==> config.mk <==
export PLATFORM = sky130hd
export DESIGN_NAME = chte_ram
export DESIGN_NICKNAME = d
export VERILOG_FILES = /design/src/chte_ram.sv
export SDC_FILE = /design/constraint.sdc
export NUM_CORES = 1
export LEC_CHECK = 0
export ABC_AREA = 1
export BUFFER_PORTS_ARGS = -buffer_cell sky130_fd_sc_hd__buf_2
export CORE_MARGIN = 2
export CORE_UTILIZATION = 25
export CTS_CLUSTER_DIAMETER = 60
export DETAILED_ROUTE_END_ITERATION = 8
export GPL_ROUTABILITY_DRIVEN = 0
export SETUP_SLACK_MARGIN = 0.3
export SLEW_MARGIN = 20
export SYNTH_ARGS = -nofsm -noshare
export SYNTH_HDL_FRONTEND = slang
export SYNTH_SLANG_ARGS = --single-unit
==> constraint.sdc <==
create_clock -name clk_i -period 2 [get_ports clk_i]
set_clock_uncertainty 0.15 [all_clocks]
set_input_delay 0.2 -clock clk_i [delete_from_list [all_inputs] [get_ports clk_i]]
set_output_delay 0.2 -clock clk_i [all_outputs]
set_load 0.02 [all_outputs]
==> src/chte_ram.sv <==
// Generic single-write, single-read RAM with registered read data.
module chte_ram #(
  parameter int unsigned WIDTH = 8,
  parameter int unsigned DEPTH = 2
) (
  input  logic                                   clk_i,
  input  logic                                   we_i,
  input  logic [(DEPTH > 1 ? $clog2(DEPTH) : 1)-1:0] waddr_i,
  input  logic [WIDTH-1:0]                       wdata_i,
  input  logic                                   re_i,
  input  logic [(DEPTH > 1 ? $clog2(DEPTH) : 1)-1:0] raddr_i,
  output logic [WIDTH-1:0]                       rdata_o
);
  logic [WIDTH-1:0] mem [DEPTH];

  always_ff @(posedge clk_i) begin
    if (we_i) begin
      mem[waddr_i] <= wdata_i;
    end
    if (re_i) begin
      rdata_o <= mem[raddr_i];
    end
  end
endmodule

==> run_results.csv <==
group,metric,value,unit
status,status,"finished clean",
sta,fin_crit_sh,0.5938,
drt,antenna_left,0,
drt,drc,0,
synth,ys_warn_count,0,
sta,max_freq,842.0,MHz
synth,synth-async-reset-ratio,0,
run,cap_violations,0,
synth,ys_ff_latch,24,
sta,setup_tns,0,ns
placement,dpl_worst_slack,0.6606,ns
critical_path,cp_cell_sequence,"buf_2",
placement,io_buffer_count,20,
synth,synth_area,840.8,um^2
drt,met1Wirelength,462,um
drt,wl_per_cell,8.344,um
sta,setup_slack,0.8123,ns
die,initial_core_util,0.2560,
synth,synth_edf_count,24,
layout,fin_cells,131,
global_route,grt_max_degree,14,
drt,met3_length,71,um
layout,final_util,0.3330,
critical_path,endpoint,"rdata_o[7]",
global_route,grt_usage,0.06269,
pwr,clkPwrFrac,0.229,
synth,synth.avg_cell_area,15.57,um^2
synth,syn_inst,54,
sta,fin_crit,1.188,ns
synth,synthTopCellsByArea,"edfxtp_1, nand2_1, buf_6, inv_1, inv_2",
pwr,power_frac_comb,0.090,
die,rows,21,
synth,synth_commonest_cells,"nand2_1, edfxtp_1, inv_1",
placement,post-place-cells,119,
sta,rsz0062_at_grt,"false",
synth,synth_most_common_cell,"nand2_1",
placement,placed_area,987.2,um^2
synth,netlist.top_cell.by_area,"edfxtp_1",
global_route,grt_remaining_overflow,0,
critical_path,crit_family,"flip-flops",
critical_path,worst-setup-path-type,"flop to primary output",
pwr,power_density,806.2,mW/mm^2
critical_path,startpoint,"rdata_o[7]",
die,die_area,0.003843,mm^2
pwr,power.internal,0.6987,mW
global_route,grt_pass1_vias,390,
hold_path,hold_class,"input port to flop",
critical_path,required,1.65,ns
critical_path,path_depth,1,
cts,insertion_delay,0.30,ns
drt,vias_per_cell,3.557,
pwr,p_leak,0.4498,nW
pwr,vdd_drop_max,0.2174,mV
drt,wl_met2,545,um
critical_path,slowest_stage,"edfxtp_1",
die,design.core.area,0.003284,mm^2
synth,synth-seq-area-share,0.8571,
layout,n_antenna_cell,0,
layout,num-nets-final,99,
critical_path,r2r-end,"rdata_o[7]",
layout,area_delta_synth_final,30.06,%
layout,drive_gt1_frac,0.2824,
cts,numCtsBuffers,3,
sta,hold_viol_final,0,
cts,cts_max_level,1,
global_route,grt_antenna_before_repair,0,
die,ios,21,
cts,clk_pin_slew,0.12,ns
drt,vias,466,
critical_path,slowest_delay,0.38,ns
die,die_h,62.00,um
critical_path,setup.worst_path.end_class,"primary output",
sta,max_slew.worst_pin.slew,0.6309,ns
placement,hpwlAfterDp,779.3,um
drt,routed.top_layer,"met4",
drt,drtPass1Iterations,4,
global_route,grt_pass1_wl,1683,um
critical_path,reg2reg_depth,2,
critical_path,worst-path-buf-inv,1,
critical_path,cp_max_fo,1,
sta,slew_viol_final,0,
sta,final-setup-viol-count,0,
pwr,p_sw,0.1828,mW
die,die-width,62.00,um
synth,synth_cell_types,6,
pwr,swShare,0.2074,
sta,relSlewSlack,0.5778,
critical_path,worstPathArrival,0.84,ns
layout,final_area,0.001094,mm^2
drt,drtIter0Drc,4,
critical_path,r2r_slack,1.10,ns
cts,clk_path_buf_depth,2,
pwr,seqPwrFrac,0.681,
cts,root_buffer,"clkbuf_4",
drt,totalWireLength,1093,um
synth,yosys_most_used_dff,"edfxtp_1",
synth,syn-num-nets,67,
critical_path,start_kind,"flop",
synth,synth_top_area_frac,0.8571,
critical_path,regToRegStartpoint,"mem[0][7]",
cts,cts_tree,"yes",
cts,cts_sinks,24,
## area by class of cell
type | instances | area, um^2
clock buffer | 3 | 22.52
clock inverter | 1 | 3.754
fill | 312 | 2191
inverter | 3 | 11.26
multi-input combinational | 26 | 97.59
sequential | 24 | 720.7
tap | 46 | 57.56
timing repair buffer | 28 | 180.2
## kinds of logic after synthesis
group / synth area share
and+or+nand+nor: 0.1161
DFF: 0.8571
buffers and inverters: 0.02678
## per-layer routing
| metal | global-route usage | vias to the layer above |
|---|---|---|
| met1 | 0.06588 | 204 |
| met3 | 0.01863 | 2 |
| met2 | 0.1057 | 16 |
| met5 | 0 | - |
| met4 | 0.04559 | 0 |
| li1 | - | 244 |
## power groups by stage
stage	combinational [mW]	sequential, mW	clock [mW]
finish	0.0791	0.600	0.202
global route	0.0899	0.605	0.224
CTS	0.0802	0.601	0.203
detailed placement	0.0685	0.612	0
global placement	0.0680	0.612	0
floorplan	0.0232	0.627	0
## worst min-delay path by stage
stage | end | cells past startpoint | start
final | rdata_o[2] | 1 | re_i
after global routing | rdata_o[4] | 1 | re_i
after CTS | rdata_o[1] | 1 | re_i
after detailed placement | mem[0][4] | 1 | wdata_i[4]
after global placement | mem[1][4] | 1 | wdata_i[4]
after floorplan | mem[0][0] | 0 | wdata_i[0]
## timing repair
action                    in CTS  in global routing
hold endpoints to repair      16                  0
hold buffers                   8                  0
buffers inserted               0                  0
gates resized for setup        0                  0
## flip-flops by register name, indices dropped and copies added (netlist names)
register and count:
rdata_o 8, mem 16
## through the flow
stage / hold WS, ns / total power [mW]
finish: 0.07074 / 0.8816
global route: 0.07463 / 0.9181
CTS: 0.07522 / 0.8835
detailed placement: 0.2464 / 0.6805
global placement: 0.2425 / 0.6800
floorplan: 0.1489 / 0.6506
## placed cells by master (no fill, tap or decap)
master	n
edfxtp_1	24
dlygate4sd3_1	8
buf_2	20
inv_1	2
clkbuf_4	3
nand2_1	25
nor2_1	1
clkinv_1	1
inv_2	1
(Power assumes the default switching activity.)
