===== src/chte_pkg.sv =====
// Shared types, codes and default sizes for the chained hash table engine.
package chte_pkg;

  localparam int unsigned SLOTS_DEF     = 256;
  localparam int unsigned BUCKETS_DEF   = 256;
  localparam int unsigned KEY_BYTES_DEF = 8;

  localparam int unsigned HASH_W   = 32;
  localparam int unsigned KEY_W    = 64;
  localparam int unsigned KLEN_W   = 4;
  localparam int unsigned DATA_W   = 64;
  localparam int unsigned HANDLE_W = 8;
  localparam int unsigned BCNT_W   = 9;
  localparam int unsigned COUNT_W  = 9;

  typedef enum logic [1:0] {
    OP_INSERT = 2'd0,
    OP_LOOKUP = 2'd1,
    OP_REMOVE = 2'd2,
    OP_READ   = 2'd3
  } op_e;

  typedef enum logic [1:0] {
    STATUS_OK     = 2'd0,
    STATUS_REJECT = 2'd1,
    STATUS_MISS   = 2'd2
  } status_e;

  typedef struct packed {
    logic [HASH_W-1:0] hash;
    logic [KEY_W-1:0]  key;
    logic [KLEN_W-1:0] key_len;
    logic [DATA_W-1:0] data;
  } pay_t;

endpackage


===== src/chte_mod.sv =====
// Iterative remainder unit: 32-bit hash modulo a 9-bit bucket count, 4 bits a cycle.
module chte_mod (
  input  logic                               clk_i,
  input  logic                               rst_ni,
  input  logic                               start_i,
  input  logic [chte_pkg::HASH_W-1:0]        dividend_i,
  input  logic [chte_pkg::BCNT_W-1:0]        divisor_i,
  output logic                               done_o,
  output logic [chte_pkg::BCNT_W-1:0]        rem_o
);
  localparam int unsigned STEPS  = 4;
  localparam int unsigned ROUNDS = chte_pkg::HASH_W / STEPS;
  localparam int unsigned RCW    = $clog2(ROUNDS);

  logic [chte_pkg::HASH_W-1:0] dvd_q, dvd_d;
  logic [chte_pkg::BCNT_W:0]   rem_q, rem_d;
  logic [chte_pkg::BCNT_W-1:0] dsr_q;
  logic [RCW-1:0]              cnt_q;
  logic                        busy_q, done_q;

  always_comb begin
    rem_d = rem_q;
    dvd_d = dvd_q;
    for (int i = 0; i < STEPS; i++) begin
      rem_d = {rem_d[chte_pkg::BCNT_W-1:0], dvd_d[chte_pkg::HASH_W-1]};
      dvd_d = {dvd_d[chte_pkg::HASH_W-2:0], 1'b0};
      if (rem_d >= {1'b0, dsr_q}) begin
        rem_d = rem_d - {1'b0, dsr_q};
      end
    end
  end

  always_ff @(posedge clk_i or negedge rst_ni) begin
    if (!rst_ni) begin
      busy_q <= 1'b0;
      done_q <= 1'b0;
      cnt_q  <= '0;
      rem_q  <= '0;
      dvd_q  <= '0;
      dsr_q  <= '0;
    end else begin
      done_q <= 1'b0;
      if (start_i) begin
        busy_q <= 1'b1;
        cnt_q  <= '0;
        rem_q  <= '0;
        dvd_q  <= dividend_i;
        dsr_q  <= divisor_i;
      end else if (busy_q) begin
        rem_q <= rem_d;
        dvd_q <= dvd_d;
        cnt_q <= cnt_q + 1'b1;
        if (cnt_q == RCW'(ROUNDS - 1)) begin
          busy_q <= 1'b0;
          done_q <= 1'b1;
        end
      end
    end
  end

  assign done_o = done_q;
  assign rem_o  = rem_q[chte_pkg::BCNT_W-1:0];
endmodule


===== config.mk =====
export PLATFORM = sky130hd
export DESIGN_NAME = chte_mod
export DESIGN_NICKNAME = d
export VERILOG_FILES = /design/src/chte_pkg.sv /design/src/chte_mod.sv
export SDC_FILE = /design/constraint.sdc
export NUM_CORES = 1
export LEC_CHECK = 0
export ABC_AREA = 0
export BUFFER_PORTS_ARGS = -buffer_cell sky130_fd_sc_hd__buf_2
export CAP_MARGIN = 10
export CORE_MARGIN = 5
export CORE_UTILIZATION = 50
export DETAILED_ROUTE_END_ITERATION = 12
export PLACE_DENSITY = 0.7
export SYNTH_ARGS = -nofsm -noshare
export SYNTH_HDL_FRONTEND = slang
export SYNTH_SLANG_ARGS = --single-unit

===== constraint.sdc =====
create_clock -name clk_i -period 8.9 [get_ports clk_i]
set_input_delay 0.445 -clock clk_i [delete_from_list [all_inputs] [get_ports clk_i]]
set_output_delay 0.445 -clock clk_i [all_outputs]
set_load 0.005 [all_outputs]

==> results_dict.tcl, run 1 <==
set metrics [dict create \
    grt_setup_unrepaired "no" \
    clkLatencyLatePin_ns 0.31 \
    start_util_pct 50.9 \
    grt_use_total_pct 20.8 \
    crit_path_end_kind "flop" \
    synth-seq-cells 55 \
    fin_crit_sh_pct 93.5 \
    port-buffer-count 53 \
    reg2reg_slack_ns 0.58 \
    path_clk_slew_ns 0.11 \
    cts_tree "built" \
    synth_nets 566 \
    drv_slew 0 \
    yosys.cell_types.count 63 \
    clock_sinks 55 \
    regToRegEndpoint "rem_q[0]$_DFFE_PN0P_" \
    dieArea_mm2 0.0108 \
    hold_path_class "in -> async" \
    clk_path_buf_depth 2 \
    min_period_ns 8.32 \
    gp_congestion 0.936 \
    vias 3724 \
    clockRootBuffer "clkbuf_8" \
    synth_edf_count 0 \
    crit_required_ns 9.12 \
    dieWidth_um 104 \
    finalSetupViolCount 0 \
    syn_area_per_cell_um2 9.15 \
    route.detailed.drc 0 \
    drive_gt1_share_pct 20.9 \
    setup-tns-final_ns 0 \
    synth_warnings 0 \
    core_mm2 0.00864 \
    antenna-diode-count 0 \
    maxCapViolations 0 \
    final_common_cell "nand2_1" \
    final_nets 626 \
    fillCellCount 796 \
    grt_pass1_wl_um 18500 \
    finalWirelength_um 11100 \
    worst-setup-path-type "reg -> reg" \
    rr_startpoint "dsr_q[0]$_DFFE_PN0P_" \
    grt_max_degree 84 \
    slowest_delay_ns 0.45 \
    drtAntennaViolNets 0 \
    max_freq_ghz 0.120 \
    final_cell_mix "nand2_1 (59), dfrtp_1 (54), buf_2 (53)" \
    worst_pin_slew_ns 0.688 \
    synth_area_mm2 0.00439 \
    cts_buffers 5 \
    synthCells 480 \
    synthToLayoutAreaGrowth_pct 12.6 \
    slowest_stage "dfrtp_1" \
    grt_pass1_vias 3757 \
    path_delay_family "compound AO/OA/AOI/OAI gates" \
    dp_hpwl_um 8680 \
    critPathLaunchType "flop" \
    first_pass_iters 4 \
    outcome "finished, final reports clean" \
    grt-ovfl-total 0 \
    ff2ff_path_depth 35 \
    hold_violations 0 \
    synth.area.top_cells "dfrtp_1 (31%), ha_1 (11%), mux2i_1 (8.7%)" \
    detail_route.iter0.violations 167 \
    cpMostUsedCell "a21oi_1" \
    arrival_ns 8.53 \
    h-tree-depth 2 \
    ios 54 \
    vias_per_cell 5.74 \
    yosys.area.top_type_share_pct 31.3 \
    worst_slew_margin_rel_pct 54.1 \
    wl_per_cell_um 17.2 \
    async_flop_share_pct 100 \
    seq_area_frac_synth_pct 31.3 \
    row_count 34 \
    chipHeight_um 104 \
    path_buf_inv 2 \
    synth_area_leader_cell "dfrtp_1" \
    ys.flop_type "dfrtp_1" \
    worstPathMaxFanout 10 \
    antenna_found_initial 0 \
    skew_ns 0.0146 \
]
worst register-to-register path: cells and delay by family (launching register included):
family                     cells  cell delay (ns)
AOI/OAI and AO/OA             17             3.39
adders and majority gates      5             1.85
muxes                          1             0.36
DFF                            1             0.45
and+or+nand+nor               10             1.94
buffers and inverters          2             0.25
stage by stage:
step / worst slack [ns] / hold slack, ns / utilization [%] / instance area (µm²) / instances
floorplan: 1.09 / 0.149 / - / 4390 / 480
global placement: 0.533 / 0.507 / 55.7 / 4810 / 641
detailed placement: 0.190 / 0.528 / 55.7 / 4810 / 641
CTS: 0.160 / 0.266 / 56.9 / 4910 / 649
global route: 0.0192 / 0.297 / 57.3 / 4940 / 649
finish: 0.581 / 0.245 / 57.3 / 4940 / 649
Yosys cell counts (all sizes together) (3+ instances only):
cell / instances
a221o: 3
a21o: 9
xnor2: 13
or4: 3
o21a: 6
nand3: 3
inv: 23
dfrtp: 55
nor2b: 4
a211oi: 13
clkbuf: 14
buf: 5
and2: 4
mux2: 5
mux2i: 39
nor2: 29
nand4: 6
o31ai: 4
nand2: 61
or2: 5
xor2: 9
fa: 4
ha: 38
o21ai: 52
a21oi: 26
nand2b: 13
nor3: 7
sequential cells by signal, indices dropped and copies added, names as in the netlist:
| register | count |
|---|---|
| cnt_q | 3 |
| dsr_q | 9 |
| rem_q | 9 |
| done_o | 1 |
| busy_q | 1 |
| dvd_q | 32 |
timing repair:
action | 4_1_cts | 5_1_grt
hold endpoints to repair | 0 | 0
resized for setup | 0 | 9
buffers inserted | 0 | 0
endpoints found under the setup margin | 0 | 9
hold buffers | 0 | 0
metal layers:
metal / share of wire (%) / GRT usage, % / wire length [µm] / vias up
met1: 43 / 27.7 / 4810 / 1723
met2: 46 / 33.5 / 5160 / 126
met5: 0 / 0 / 0 / -
met3: 6.8 / 3.54 / 762 / 30
met4: 3.7 / 8.33 / 411 / 0
li1: - / - / - / 1845
logic make-up after synthesis:
group,after synthesis,synth area share (%)
AOI/OAI and AO/OA,136,20.7
buffers and inverters,42,5.18
xor gates and xnor gates,22,4.39
DFF,55,31.3
and+or+nand+nor,139,15.4
adders and majority gates,42,12.6
muxes,44,10.3
worst max path at each step:
stage	from	end	slack, ns	depth (start not counted)
floorplan	dsr_q[0]$_DFFE_PN0P_	rem_q[0]$_DFFE_PN0P_	1.09	36
global placement	dsr_q[0]$_DFFE_PN0P_	rem_q[2]$_DFFE_PN0P_	0.53	33
detailed placement	dsr_q[0]$_DFFE_PN0P_	rem_q[8]$_DFFE_PN0P_	0.19	34
CTS	dsr_q[0]$_DFFE_PN0P_	rem_q[8]$_DFFE_PN0P_	0.16	34
global route	dsr_q[0]$_DFFE_PN0P_	rem_q[8]$_DFFE_PN0P_	0.02	33
finish	dsr_q[0]$_DFFE_PN0P_	rem_q[0]$_DFFE_PN0P_	0.58	35
cell type report:
type	instances	area, µm²	area share [%]
inverters	23	86.3	1.75
well taps	108	135	2.73
clock buffers	6	82.6	1.67
flip-flops and latches	55	1380	27.9
clock inverters	2	18.8	0.380
multi-input cells	383	2820	57.1
repair buffers	72	420	8.50
Power of run 1 is not shown: default switching activity piles up to over one toggle a cycle in this logic, so the estimate is an artifact.
==> run 2, diff against run 1 <==
--- a/config.mk
+++ b/config.mk
@@ -11,7 +11,7 @@
 export CORE_MARGIN = 5
 export CORE_UTILIZATION = 50
 export DETAILED_ROUTE_END_ITERATION = 12
-export PLACE_DENSITY = 0.7
+export PLACE_DENSITY = 0.71
 export SYNTH_ARGS = -nofsm -noshare
 export SYNTH_HDL_FRONTEND = slang
 export SYNTH_SLANG_ARGS = --single-unit
==> run 2 against run 1 <==
  * Cell count grew 0.62%
  * Hold slack gained 0.0042 ns
  * Non-clock buffer count grew 4
  * Clock skew shrank 0.0057 ns
  * Fmax shrank 0.99%
  * Critical path depth shrank 3
  * Sequential cell count is the same
  * Routed wire length grew 0.83%
  * Cell area grew 0.73%
==> results_dict.tcl, run 2 (synthesized netlist as in run 1, its figures left out) <==
set metrics [dict create \
    outcome "finished, final reports clean" \
    hold_violations 0 \
    critPathLaunchType "flop" \
    final_common_cell "nand2_1" \
    final_cell_mix "nand2_1 (58), dfrtp_1 (54), buf_2 (53)" \
    worstPathMaxFanout 10 \
    path_delay_family "compound AO/OA/AOI/OAI gates" \
    grt_pass1_wl_um 18500 \
    cts_tree "built" \
    cpMostUsedCell "a21oi_1" \
    pre_cts_ws_ns 0.146 \
    dp_cells 642 \
    grt-ovfl-total 0 \
    drv_slew 0 \
    rr_startpoint "dsr_q[0]$_DFFE_PN0P_" \
    arrival_ns 8.56 \
    postLayoutCoreUtil_pct 57.7 \
    antenna-diode-count 0 \
    slowest_stage "dfrtp_1" \
    worst-setup-path-type "reg -> reg" \
    crit_required_ns 9.06 \
    min_period_ns 8.40 \
    regMostFlops "dvd_q" \
    cts_buffers 5 \
    fin_crit_sh_pct 94.4 \
    start_util_pct 50.9 \
    drtAntennaViolNets 0 \
    finalWirelength_um 11200 \
    synthToLayoutAreaGrowth_pct 13.4 \
    vias 3761 \
    antenna_found_initial 0 \
    crit_path_end_kind "flop" \
    port-buffer-count 53 \
    drive_gt1_share_pct 21.8 \
    worst_pin_slew_ns 0.787 \
    core_mm2 0.00864 \
    max_freq_ghz 0.119 \
    top_regs "dvd_q (32), dsr_q (9), rem_q (9)" \
    finalSetupViolCount 0 \
    dieWidth_um 104 \
    skew_ns 0.00896 \
    dp_hpwl_um 8720 \
    maxCapViolations 0 \
    clockRootBuffer "clkbuf_8" \
    ios 54 \
    gp_congestion 0.936 \
    row_count 34 \
    finalWorstSetupSlack_ns 0.497 \
    clk_path_buf_depth 2 \
    grt_use_total_pct 20.6 \
    reg2reg_slack_ns 0.50 \
    grt_max_degree 96 \
    worst_slew_margin_rel_pct 47.5 \
    fin_cells 653 \
    final_nets 630 \
    path_buf_inv 1 \
    vias_per_cell 5.76 \
    first_pass_iters 4 \
    h-tree-depth 2 \
    dieArea_mm2 0.0108 \
    route.detailed.drc 0 \
    regToRegEndpoint "rem_q[6]$_DFFE_PN0P_" \
    clkLatencyLatePin_ns 0.31 \
    ff2ff_path_depth 32 \
    path_clk_slew_ns 0.11 \
    largest_reg_flops 32 \
    chipHeight_um 104 \
    grt_pass1_vias 3753 \
    wl_per_cell_um 17.2 \
    hold_path_class "in -> async" \
    slowest_delay_ns 0.45 \
    cts_hold_buffers 0 \
    detail_route.iter0.violations 131 \
    clock_sinks 55 \
]
## run 2: changes by cell type in the layout (fill, tap and decap cells not counted), sizes merged
cell  before  now
buf       72   76
## run 2: per-layer routing
| layer | share of wire (%) | track usage, % | up-vias |
|---|---|---|---|
| met5 | 0 | 0 | - |
| met4 | 3.6 | 7.59 | 0 |
| met3 | 5.0 | 3.42 | 28 |
| met2 | 47 | 33.8 | 115 |
| met1 | 44 | 27.4 | 1765 |
| li1 | - | - | 1853 |
## run 2: stage by stage
stage | area (µm²) | hold slack, ns | TNS [ns]
after detailed placement | 4820 | 0.523 | 0
after global routing | 4980 | 0.314 | -0.142
after CTS | 4920 | 0.281 | 0
after floorplan | 4390 | 0.149 | 0
final | 4980 | 0.249 | 0
after global placement | 4820 | 0.509 | 0
## run 2: worst reg2reg max path: cells and delay by family, from the launching register on
| kind | cells | cell delay, ns |
|---|---|---|
| DFF | 1 | 0.45 |
| buffers and inverters | 1 | 0.15 |
| adders and majority gates | 5 | 1.68 |
| and+or+nand+nor | 7 | 1.49 |
| AOI/OAI and AO/OA | 17 | 3.96 |
| muxes | 2 | 0.53 |
## run 2: worst max path at each step
stage                         start                   end  depth (start not counted)
3_3_place_gp   dsr_q[0]$_DFFE_PN0P_  rem_q[2]$_DFFE_PN0P_                         34
4_1_cts        dsr_q[0]$_DFFE_PN0P_  rem_q[6]$_DFFE_PN0P_                         34
5_1_grt        dsr_q[0]$_DFFE_PN0P_  rem_q[5]$_DFFE_PN0P_                         33
6_report       dsr_q[0]$_DFFE_PN0P_  rem_q[6]$_DFFE_PN0P_                         32
2_1_floorplan  dsr_q[0]$_DFFE_PN0P_  rem_q[0]$_DFFE_PN0P_                         36
3_5_place_dp   dsr_q[0]$_DFFE_PN0P_  rem_q[6]$_DFFE_PN0P_                         33
## run 2: layout make-up
cell class              instances  area (µm²)
fillers                       771        3650
multi-input cells             383        2830
clock buffers                   6        82.6
flip-flops and latches         55        1380
inverters                      23        86.3
repair buffers                 76         450
well taps                     108         135
clock inverters                 2        18.8
## run 2: timing repair
| action | 4_1_cts | 5_1_grt |
|---|---|---|
| setup buffers | 0 | 3 |
| setup endpoints to repair | 0 | 9 |
| resized for setup | 0 | 11 |
Power of run 2 is left out for the same reason.
